$ cat src/rtl/assert_macros.svh
// Assertion macros shared by the RTL of the xorshift128+ generator.
// Every macro expects a clock named clk and an active-low reset named rst_n in scope.
`ifndef ASSERT_MACROS_SVH
`define ASSERT_MACROS_SVH

// The consequent must hold in the same cycle as the antecedent.
`define ASSERT_SAME(label, ante, cons) \
    label: assert property (@(posedge clk) disable iff (!rst_n) (ante) |-> (cons)) \
        else $error("same-cycle assertion failed");

// The consequent must hold in the cycle after the antecedent.
`define ASSERT_NEXT(label, ante, cons) \
    label: assert property (@(posedge clk) disable iff (!rst_n) (ante) |=> (cons)) \
        else $error("next-cycle assertion failed");

`endif

$ cat src/rtl/xsp_pkg.sv
// Shared types, codes and constants of the xorshift128+ generator with splitmix64 seeding.
// No dependencies; every other RTL module imports this package.
package xsp_pkg;

    // Operation codes of an input word.
    localparam logic OP_NEXT   = 1'b0;
    localparam logic OP_RESEED = 1'b1;

    // Output reduction modes.
    localparam logic [1:0] MODE_RAW   = 2'd0;
    localparam logic [1:0] MODE_HALF  = 2'd1;
    localparam logic [1:0] MODE_LOW31 = 2'd2;

    // Register index of output_mode, decoded from paddr[2].
    localparam logic REG_OUTPUT_MODE = 1'b0;

    // splitmix64 constants.
    localparam logic [63:0] SM_GAMMA = 64'h9e37_79b9_7f4a_7c15;
    localparam logic [63:0] SM_MUL1  = 64'hbf58_476d_1ce4_e5b9;
    localparam logic [63:0] SM_MUL2  = 64'h94d0_49bb_1331_11eb;

    localparam logic [63:0] LOW31_MASK = 64'h0000_0000_7fff_ffff;

    typedef enum logic [2:0] {
        ST_IDLE,
        ST_PREMIX,
        ST_MUL0,
        ST_MUL1,
        ST_MUL2,
        ST_MUL3,
        ST_MIDMIX,
        ST_STORE
    } state_t;

    // Steps of the 64x64 (low half) multiply on one 32x32 multiplier.
    typedef enum logic [2:0] {
        MUL_NONE,
        MUL_LL,
        MUL_HL,
        MUL_LH,
        MUL_ACC
    } mul_step_t;

    typedef struct packed {
        logic      next_item;
        logic      reseed_load;
        logic      premix;
        mul_step_t mul_step;
        logic      const_sel;
        logic      midmix;
        logic      store_first;
        logic      store_second;
    } ctrl_cmd_t;

    typedef struct packed {
        logic full;
        logic empty;
    } fifo_stat_t;

endpackage

$ cat src/rtl/xorshift128plus_splitmix_generator_top.sv
// xorshift128+ generator with splitmix64 seeding; top level, uses all rtl modules and xsp_pkg.
// Latency: a next word is accepted and its result enters the output queue in the following cycle.
// Throughput: one next word per cycle while the output queue has room; a reseed word holds the
// input stalled while the splitmix64 mixer reuses one 32x32 multiplier for four 64-bit multiplies.
// Reset (rst_n, asynchronous, active low) clears both state words, output_mode and the
// output queue; the generator gives zeros until it is reseeded.
`include "assert_macros.svh"

module xorshift128plus_splitmix_generator_top (
    input  logic        clk,
    input  logic        rst_n,
    // APB-style configuration port.
    input  logic        psel,
    input  logic        penable,
    input  logic        pwrite,
    input  logic [2:0]  paddr,
    input  logic [31:0] pwdata,
    output logic [31:0] prdata,
    output logic        pready,
    // Input channel.
    input  logic        in_valid,
    output logic        in_stall,
    input  logic        operation,
    input  logic [63:0] seed_value,
    // Result channel.
    output logic        out_valid,
    input  logic        out_stall,
    output logic [63:0] random_value
);
    import xsp_pkg::*;

    // Only one register exists, so a single address bit (byte address 0) decodes it;
    // the low two bits address bytes inside the word and are ignored.
    logic [1:0] mode_reg;
    logic       cfg_write;

    ctrl_cmd_t   cmd;
    fifo_stat_t  fifo_stat;
    logic        push;
    logic [63:0] push_data;

    // Handshake terms used by the assertions below.
    logic        in_accept;
    logic        low31_arm;

    assign pready    = 1'b1;
    assign cfg_write = psel && penable && pwrite && pready;

    always_ff @(posedge clk or negedge rst_n)
    begin
        if (!rst_n)
        begin
            mode_reg <= MODE_RAW;
        end
        else if (cfg_write && paddr[2] == REG_OUTPUT_MODE)
        begin
            mode_reg <= pwdata[1:0];
        end
    end

    // Reads of addresses beyond the register list return zero.
    assign prdata = (paddr[2] == REG_OUTPUT_MODE) ? {30'd0, mode_reg} : 32'd0;

    // The controller accepts a word only in its idle state with room in the queue,
    // and steps the datapath through the two splitmix64 rounds of a reseed.
    xsp_ctrl u_ctrl (
        .clk       (clk),
        .rst_n     (rst_n),
        .in_valid  (in_valid),
        .operation (operation),
        .fifo_stat (fifo_stat),
        .in_stall  (in_stall),
        .cmd       (cmd)
    );

    // The datapath computes the reduced sum and advances the state in the accept cycle.
    xsp_datapath u_datapath (
        .clk         (clk),
        .rst_n       (rst_n),
        .cmd         (cmd),
        .output_mode (mode_reg),
        .seed_value  (seed_value),
        .push        (push),
        .push_data   (push_data)
    );

    // The two-entry queue lets a new word be accepted while a result waits.
    xsp_out_fifo u_out_fifo (
        .clk          (clk),
        .rst_n        (rst_n),
        .push         (push),
        .push_data    (push_data),
        .out_stall    (out_stall),
        .out_valid    (out_valid),
        .random_value (random_value),
        .fifo_stat    (fifo_stat)
    );

    assign in_accept = in_valid && !in_stall;
    assign low31_arm = in_accept && operation == OP_NEXT && fifo_stat.empty
                       && mode_reg == MODE_LOW31;

    // A reseed keeps the input stalled while the mixer runs.
    `ASSERT_NEXT(a_reseed_busy, in_accept && operation == OP_RESEED, in_stall)
    // Every accepted next word leaves a result in the queue.
    `ASSERT_NEXT(a_next_gives_result, in_accept && operation == OP_NEXT, out_valid)
    // In low-31 mode a result entering an empty queue shows no high bits.
    `ASSERT_NEXT(a_low31_clean, low31_arm, random_value[63:31] == 33'd0)
    // The datapath pushes only when the queue has room.
    `ASSERT_SAME(a_no_overflow, push, !fifo_stat.full)

endmodule

$ cat src/rtl/xsp_ctrl.sv
// Controller state machine: input handshake and the reseed sequence.
// Depends on xsp_pkg; drives the datapath through a ctrl_cmd_t.
module xsp_ctrl (
    input  logic               clk,
    input  logic               rst_n,
    input  logic               in_valid,
    input  logic               operation,
    input  xsp_pkg::fifo_stat_t fifo_stat,
    output logic               in_stall,
    output xsp_pkg::ctrl_cmd_t cmd
);
    import xsp_pkg::*;

    state_t state_reg;
    state_t state_next;
    logic   pass_reg;
    logic   pass_next;
    logic   word_reg;
    logic   word_next;
    logic   accept;

    assign in_stall = (state_reg != ST_IDLE) || fifo_stat.full;
    assign accept   = in_valid && !in_stall;

    always_ff @(posedge clk or negedge rst_n)
    begin
        if (!rst_n)
        begin
            state_reg <= ST_IDLE;
            pass_reg  <= 1'b0;
            word_reg  <= 1'b0;
        end
        else
        begin
            state_reg <= state_next;
            pass_reg  <= pass_next;
            word_reg  <= word_next;
        end
    end

    // Next state. pass selects the splitmix multiplier, word the target state word.
    always_comb
    begin
        state_next = state_reg;
        pass_next  = pass_reg;
        word_next  = word_reg;
        case (state_reg)
            ST_IDLE:
            begin
                if (accept && operation == OP_RESEED)
                begin
                    state_next = ST_PREMIX;
                    pass_next  = 1'b0;
                    word_next  = 1'b0;
                end
            end
            ST_PREMIX: state_next = ST_MUL0;
            ST_MUL0:   state_next = ST_MUL1;
            ST_MUL1:   state_next = ST_MUL2;
            ST_MUL2:   state_next = ST_MUL3;
            ST_MUL3:   state_next = pass_reg ? ST_STORE : ST_MIDMIX;
            ST_MIDMIX:
            begin
                state_next = ST_MUL0;
                pass_next  = 1'b1;
            end
            ST_STORE:
            begin
                pass_next  = 1'b0;
                word_next  = 1'b1;
                state_next = word_reg ? ST_IDLE : ST_PREMIX;
            end
            default: state_next = ST_IDLE;
        endcase
    end

    // Commands to the datapath.
    always_comb
    begin
        cmd           = '0;
        cmd.mul_step  = MUL_NONE;
        cmd.const_sel = pass_reg;
        case (state_reg)
            ST_IDLE:
            begin
                if (accept)
                begin
                    cmd.next_item   = (operation == OP_NEXT);
                    cmd.reseed_load = (operation == OP_RESEED);
                end
            end
            ST_PREMIX: cmd.premix   = 1'b1;
            ST_MUL0:   cmd.mul_step = MUL_LL;
            ST_MUL1:   cmd.mul_step = MUL_HL;
            ST_MUL2:   cmd.mul_step = MUL_LH;
            ST_MUL3:   cmd.mul_step = MUL_ACC;
            ST_MIDMIX: cmd.midmix   = 1'b1;
            ST_STORE:
            begin
                cmd.store_first  = !word_reg;
                cmd.store_second = word_reg;
            end
            default: cmd = '0;
        endcase
    end

endmodule

$ cat src/rtl/xsp_datapath.sv
// Datapath: the two state words, the xorshift128+ step and the splitmix64 mixer
// built around one shared 32x32 multiplier. Depends on xsp_pkg.
module xsp_datapath (
    input  logic               clk,
    input  logic               rst_n,
    input  xsp_pkg::ctrl_cmd_t cmd,
    input  logic [1:0]         output_mode,
    input  logic [63:0]        seed_value,
    output logic               push,
    output logic [63:0]        push_data
);
    import xsp_pkg::*;

    logic [63:0] first_reg;
    logic [63:0] first_next;
    logic [63:0] second_reg;
    logic [63:0] second_next;
    logic [63:0] z_reg;
    logic [63:0] x_reg;
    logic [63:0] mul_reg;
    logic [63:0] acc_reg;

    logic [63:0] sum;
    logic [63:0] shifted_a;
    logic [63:0] mix_const;
    logic [31:0] mul_a;
    logic [31:0] mul_b;
    logic [63:0] product;
    logic [63:0] acc_plus;
    logic [63:0] final_mix;

    assign sum       = first_reg + second_reg;
    assign shifted_a = first_reg ^ (first_reg << 23);

    always_comb
    begin
        case (output_mode)
            MODE_HALF:  push_data = sum >> 1;
            MODE_LOW31: push_data = sum & LOW31_MASK;
            default:    push_data = sum;
        endcase
    end
    assign push = cmd.next_item;

    // Low 64 bits of x * k = xL*kL + ((xH*kL + xL*kH) << 32).
    // Both factors are 32-bit values widened to hold the full product.
    assign mix_const = cmd.const_sel ? SM_MUL2 : SM_MUL1;
    assign mul_a     = (cmd.mul_step == MUL_HL) ? x_reg[63:32] : x_reg[31:0];
    assign mul_b     = (cmd.mul_step == MUL_LH) ? mix_const[63:32] : mix_const[31:0];
    assign product   = 64'(mul_a) * 64'(mul_b);
    assign acc_plus  = acc_reg + {mul_reg[31:0], 32'h0000_0000};
    assign final_mix = acc_reg ^ (acc_reg >> 31);

    always_comb
    begin
        first_next  = first_reg;
        second_next = second_reg;
        if (cmd.next_item)
        begin
            first_next  = second_reg;
            second_next = shifted_a ^ second_reg ^ (shifted_a >> 18) ^ (second_reg >> 5);
        end
        else if (cmd.store_first)
        begin
            first_next = final_mix;
        end
        else if (cmd.store_second)
        begin
            second_next = final_mix;
        end
    end

    always_ff @(posedge clk or negedge rst_n)
    begin
        if (!rst_n)
        begin
            first_reg  <= '0;
            second_reg <= '0;
        end
        else
        begin
            first_reg  <= first_next;
            second_reg <= second_next;
        end
    end

    // Seeding scratch registers need no reset.
    always_ff @(posedge clk)
    begin
        if (cmd.reseed_load)
        begin
            z_reg <= seed_value + SM_GAMMA;
        end
        else if (cmd.store_first || cmd.store_second)
        begin
            z_reg <= z_reg + SM_GAMMA;
        end

        if (cmd.premix)
        begin
            x_reg <= z_reg ^ (z_reg >> 30);
        end
        else if (cmd.midmix)
        begin
            x_reg <= acc_reg ^ (acc_reg >> 27);
        end

        case (cmd.mul_step)
            MUL_LL:
            begin
                mul_reg <= product;
            end
            MUL_HL:
            begin
                acc_reg <= mul_reg;
                mul_reg <= product;
            end
            MUL_LH:
            begin
                acc_reg <= acc_plus;
                mul_reg <= product;
            end
            MUL_ACC:
            begin
                acc_reg <= acc_plus;
            end
            default:
            begin
                acc_reg <= acc_reg;
            end
        endcase
    end

endmodule

$ cat src/rtl/xsp_out_fifo.sv
// Two-entry output queue between the datapath and the result channel.
// Depends on xsp_pkg for its status struct.
module xsp_out_fifo (
    input  logic                clk,
    input  logic                rst_n,
    input  logic                push,
    input  logic [63:0]         push_data,
    input  logic                out_stall,
    output logic                out_valid,
    output logic [63:0]         random_value,
    output xsp_pkg::fifo_stat_t fifo_stat
);
    import xsp_pkg::*;

    logic [63:0] entry_reg [2];
    logic        wr_ptr_reg;
    logic        rd_ptr_reg;
    logic [1:0]  count_reg;
    logic [1:0]  count_next;
    logic        pop;

    assign out_valid       = (count_reg != 2'd0);
    assign random_value    = entry_reg[rd_ptr_reg];
    assign pop             = out_valid && !out_stall;
    assign fifo_stat.full  = (count_reg == 2'd2);
    assign fifo_stat.empty = (count_reg == 2'd0);

    always_comb
    begin
        count_next = count_reg;
        if (push && !pop)
        begin
            count_next = count_reg + 2'd1;
        end
        else if (pop && !push)
        begin
            count_next = count_reg - 2'd1;
        end
    end

    always_ff @(posedge clk or negedge rst_n)
    begin
        if (!rst_n)
        begin
            wr_ptr_reg <= 1'b0;
            rd_ptr_reg <= 1'b0;
            count_reg  <= 2'd0;
        end
        else
        begin
            count_reg <= count_next;
            if (push)
            begin
                wr_ptr_reg <= !wr_ptr_reg;
            end
            if (pop)
            begin
                rd_ptr_reg <= !rd_ptr_reg;
            end
        end
    end

    always_ff @(posedge clk)
    begin
        if (push)
        begin
            entry_reg[wr_ptr_reg] <= push_data;
        end
    end

endmodule

$ cat config.mk
export PLATFORM = sky130hd
export DESIGN_NAME = xorshift128plus_splitmix_generator_top
export DESIGN_NICKNAME = d
export VERILOG_FILES = /design/src/rtl/xsp_pkg.sv /design/src/rtl/xorshift128plus_splitmix_generator_top.sv /design/src/rtl/xsp_ctrl.sv /design/src/rtl/xsp_datapath.sv /design/src/rtl/xsp_out_fifo.sv
export VERILOG_INCLUDE_DIRS = /design/src /design/src/rtl
export SDC_FILE = /design/constraint.sdc
export NUM_CORES = 2
export LEC_CHECK = 0
export BUFFER_PORTS_ARGS = -buffer_cell sky130_fd_sc_hd__clkbuf_2
export CAP_MARGIN = 25
export CORE_ASPECT_RATIO = 1.25
export CORE_MARGIN = 3
export CORE_UTILIZATION = 50
export CTS_BUF_LIST = sky130_fd_sc_hd__clkbuf_4 sky130_fd_sc_hd__clkbuf_8
export DETAILED_ROUTE_END_ITERATION = 7
export GPL_TIMING_DRIVEN = 0
export PLACE_DENSITY_LB_ADDON = 0.3
export SYNTH_ARGS = -nofsm -noshare
export SYNTH_HDL_FRONTEND = slang
export SYNTH_SLANG_ARGS = --single-unit
$ cat constraint.sdc
create_clock -name clk -period 12.3 [get_ports clk]
set_input_delay 1.845 -clock clk [delete_from_list [all_inputs] [get_ports clk]]
set_output_delay 1.845 -clock clk [all_outputs]
set_load 0.02 [all_outputs]
==> results.rst <==
.. list-table::
   :header-rows: 1

   * - Metric
     - Value
   * - Syn Std Cell Area
     - 0.0617 mm²
   * - GRT Resource Usage Total
     - 36.7%
   * - Buffers added on ports
     - 141
   * - DR iter-0 viols
     - 3813
   * - Synth-to-layout area growth
     - 8.30%
   * - Hold Vio Cnt, Final
     - 0
   * - Largest net degree at the start of global routing
     - 89
   * - Setup clock skew after layout
     - 0.0293 ns
   * - Number of setup buffers added after CTS
     - 0
   * - Share of synthesized registers carrying an async set or reset
     - 26.6%
   * - DIE HEIGHT
     - 399 µm
   * - Cell Count Post-Placement
     - 8040
   * - Hold/Removal Path Class
     - reg2reg
   * - Hold Worst Slack
     - 0.513 ns
   * - Worst slew pin tran
     - 1.11 ns
   * - Starting density of the core
     - 50.6%
   * - Number of stages on the worst hold path
     - 1
   * - Core footprint
     - 0.122 mm²
   * - DIE AREA
     - 0.128 mm²
   * - Setup slack of the most critical reg-to-reg path
     - 0.20 ns
   * - Largest register FFs
     - 128
   * - Portion of the post-synthesis area used by sequential elements
     - 24.3%
   * - H-tree depth reported by CTS
     - 3
   * - Share of cells above drive strength 1
     - 8.60%
   * - Post-synth EDFFs
     - 384
   * - Hold Path Sink
     - u_out_fifo.count_reg[1]$_DFFE_PN0P_
   * - GRT Residual Overflow
     - 0
   * - Startpoint types
     - flip-flop
   * - Total Routed Length
     - 233 mm
   * - Worst endpoint data arrival time
     - 12.56 ns
   * - Startpoint of the lowest-slack hold path
     - u_out_fifo.count_reg[1]$_DFFE_PN0P_
   * - Antenna Violating Nets Remaining
     - 0
   * - Sum of negative setup slack
     - 0 ns
   * - Number of buffers on the longest clock path
     - 3
   * - Crit path capture type
     - flip-flop
   * - Floorplan die width
     - 320 µm
   * - Number of failing setup endpoints in the final timing report
     - 0
   * - Reg clk slew, reported paths
     - 0.07 ns
   * - Final weighted congestion in routability-driven placement
     - 1.01
   * - Endpoint of the worst register-to-register path
     - u_datapath.mul_reg[62]$_DFFE_PP_
   * - Most used cells in the layout excluding fill and tap cells
     - sky130_fd_sc_hd__inv_1 (1065), sky130_fd_sc_hd__fa_1 (801), sky130_fd_sc_hd__ha_1 (461)
   * - Startpoint of the most critical register-to-register path
     - u_ctrl.state_reg[1]$_DFFE_PN0P_
   * - Normalized max-slew margin
     - 25.5%
   * - Pre-antenna DRT Iters
     - 6
   * - Number of global-route vias before repair
     - 50575
   * - Hpwl dp
     - 194 mm
   * - I/O pins
     - 206
   * - Slowest CP cell
     - sky130_fd_sc_hd__fa_1
   * - Final worst-path cycle share
     - 98.3%
   * - Clock tree from TritonCTS
     - yes
   * - DR vias/cell
     - 5.83
   * - DRC violation count after routing
     - 0
   * - Worst setup path class
     - reg2reg
   * - Avg Synthesized Cell Area
     - 9.88 µm²
   * - Routed vias
     - 47728
   * - Utilization after layout
     - 54.8%
   * - Placement Rows
     - 143
   * - Post-layout nets
     - 7891
   * - Biggest fanout along the worst timing path
     - 13
   * - Clock insertion delay at the later pin of the skew report
     - 0.74 ns
   * - Maximum frequency from static timing analysis
     - 82.7 MHz
   * - Max-capacitance violation count
     - 0
   * - Synthesized instance count
     - 6248
   * - Cell repeated most along the worst path
     - sky130_fd_sc_hd__fa_1
   * - Final period demand of the worst path
     - 12.10 ns
   * - Unique masters post-synth
     - 98
   * - Num Clock Sinks
     - 523
   * - Number of flip-flops and latches in the synthesized netlist
     - 523
   * - Global-route wire length before repair
     - 337 mm
   * - Critical path's top delay family
     - adder cells
   * - Crit path required time
     - 12.76 ns
   * - Root Driver
     - sky130_fd_sc_hd__clkbuf_8
   * - Max Transition Viols Final
     - 0
   * - Average wire length per cell after detail routing
     - 28.5 µm
   * - Most instantiated flip-flop cell in the synthesis netlist
     - sky130_fd_sc_hd__edfxtp_1
   * - Status
     - finished, final reports clean
   * - Reg2reg path depth
     - 35
   * - Number of CTS-inserted buffers
     - 78
   * - Post-route insts no fill
     - 8184
   * - Number of warnings issued by yosys
     - 0
   * - Buffers & Inverters on Critical Path
     - 10
   * - Unrepaired setup endpoints after global routing
     - false
   * - Largest stage delay on the critical path
     - 0.64 ns
   * - Number of antenna violations at the first check in global routing
     - 7
   * - Most common library cell in the layout ignoring fill and taps
     - sky130_fd_sc_hd__inv_1
## cells by family after synthesis
kind of cell               synth area share (%)
and+or+nand+nor                            10.2
buffers and inverters                      8.49
adders and majority gates                  35.3
AOI/OAI and AO/OA                          10.4
DFF                                        24.3
xor gates and xnor gates                   7.32
muxes                                      3.94
other                                    0.0122
## worst register-to-register path, delay by kind of cell (launching register included)
kind,cells,cell delay (ns)
flip-flops,1,0.39
XOR/XNOR,1,0.12
AND/OR/NAND/NOR,5,0.82
adder cells (fa/ha/maj),11,5.38
AO/OA/AOI/OAI,8,2.44
buffers and inverters,10,2.63
## worst max-delay path by stage
stage	startpoint	to	slack, ns	depth (start not counted)
final	u_ctrl.state_reg[1]$_DFFE_PN0P_	u_datapath.mul_reg[62]$_DFFE_PP_	0.20	35
after global routing	u_ctrl.state_reg[1]$_DFFE_PN0P_	u_datapath.mul_reg[62]$_DFFE_PP_	0.02	36
after CTS	u_ctrl.state_reg[1]$_DFFE_PN0P_	u_datapath.mul_reg[63]$_DFFE_PP_	0.09	35
after detailed placement	u_ctrl.state_reg[1]$_DFFE_PN0P_	u_datapath.mul_reg[63]$_DFFE_PP_	-0.87	36
after global placement	u_ctrl.state_reg[1]$_DFFE_PN0P_	u_datapath.mul_reg[63]$_DFFE_PP_	-1.64	35
after floorplan	u_ctrl.state_reg[1]$_DFFE_PN0P_	u_datapath.mul_reg[56]$_DFFE_PP_	1.92	33
## stage by stage
stage	area (µm²)	setup slack, ns
after floorplan	61800	1.92
after global placement	64500	-1.64
after detailed placement	65000	-0.871
after CTS	66800	0.0905
after global routing	66800	0.0177
final	66900	0.205
## Yosys cell counts, types with 35 or more instances
| cell | number | area [µm²] |
|---|---|---|
| sky130_fd_sc_hd__nand3_1 | 67 | 335 |
| sky130_fd_sc_hd__mux2i_1 | 100 | 1000 |
| sky130_fd_sc_hd__a21o_1 | 84 | 631 |
| sky130_fd_sc_hd__xnor2_1 | 341 | 2990 |
| sky130_fd_sc_hd__mux2_2 | 127 | 1430 |
| sky130_fd_sc_hd__o211ai_1 | 46 | 345 |
| sky130_fd_sc_hd__ha_1 | 462 | 5780 |
| sky130_fd_sc_hd__inv_1 | 1066 | 4000 |
| sky130_fd_sc_hd__nor3_1 | 36 | 180 |
| sky130_fd_sc_hd__a21oi_1 | 289 | 1450 |
| sky130_fd_sc_hd__nor2b_1 | 35 | 219 |
| sky130_fd_sc_hd__nand2_1 | 435 | 1630 |
| sky130_fd_sc_hd__a22o_1 | 47 | 412 |
| sky130_fd_sc_hd__and2_1 | 112 | 701 |
| sky130_fd_sc_hd__nand4_1 | 37 | 231 |
| sky130_fd_sc_hd__nand2b_1 | 90 | 563 |
| sky130_fd_sc_hd__o21ai_0 | 289 | 1450 |
| sky130_fd_sc_hd__o21bai_1 | 39 | 293 |
| sky130_fd_sc_hd__edfxtp_1 | 384 | 11500 |
| sky130_fd_sc_hd__clkbuf_1 | 197 | 739 |
| sky130_fd_sc_hd__buf_4 | 36 | 270 |
| sky130_fd_sc_hd__nor2_1 | 423 | 1590 |
| sky130_fd_sc_hd__fa_1 | 801 | 16000 |
| sky130_fd_sc_hd__xor2_1 | 175 | 1530 |
| sky130_fd_sc_hd__dfrtp_1 | 139 | 3480 |
## area by class of cell
class,count,area (µm²)
clock inverters,45,503
clock buffers,95,1230
well taps,1595,2000
repair buffers,169,1170
diodes,8,20.0
inverters,1074,4040
plain buffers,269,1220
multi-input cells,4406,41700
fillers,11133,55200
flip-flops and latches,523,15000
## routing by layer
metal  share of wire (%)  global-route usage (%)  vias up
met3                 5.9                    4.97      828
met2                  49                    64.2     2194
met1                  35                    39.7    23821
li1                    -                       -    20879
met4                  10                    30.3        6
met5               0.017                       0        -
## repair_timing
action,4_1_cts,5_1_grt
setup endpoints to repair,19,12
gates resized for setup,14,15
hold buffers,0,0
Power is not shown: default switching activity piles up to over one toggle a cycle in this logic, so the estimate is an artifact.
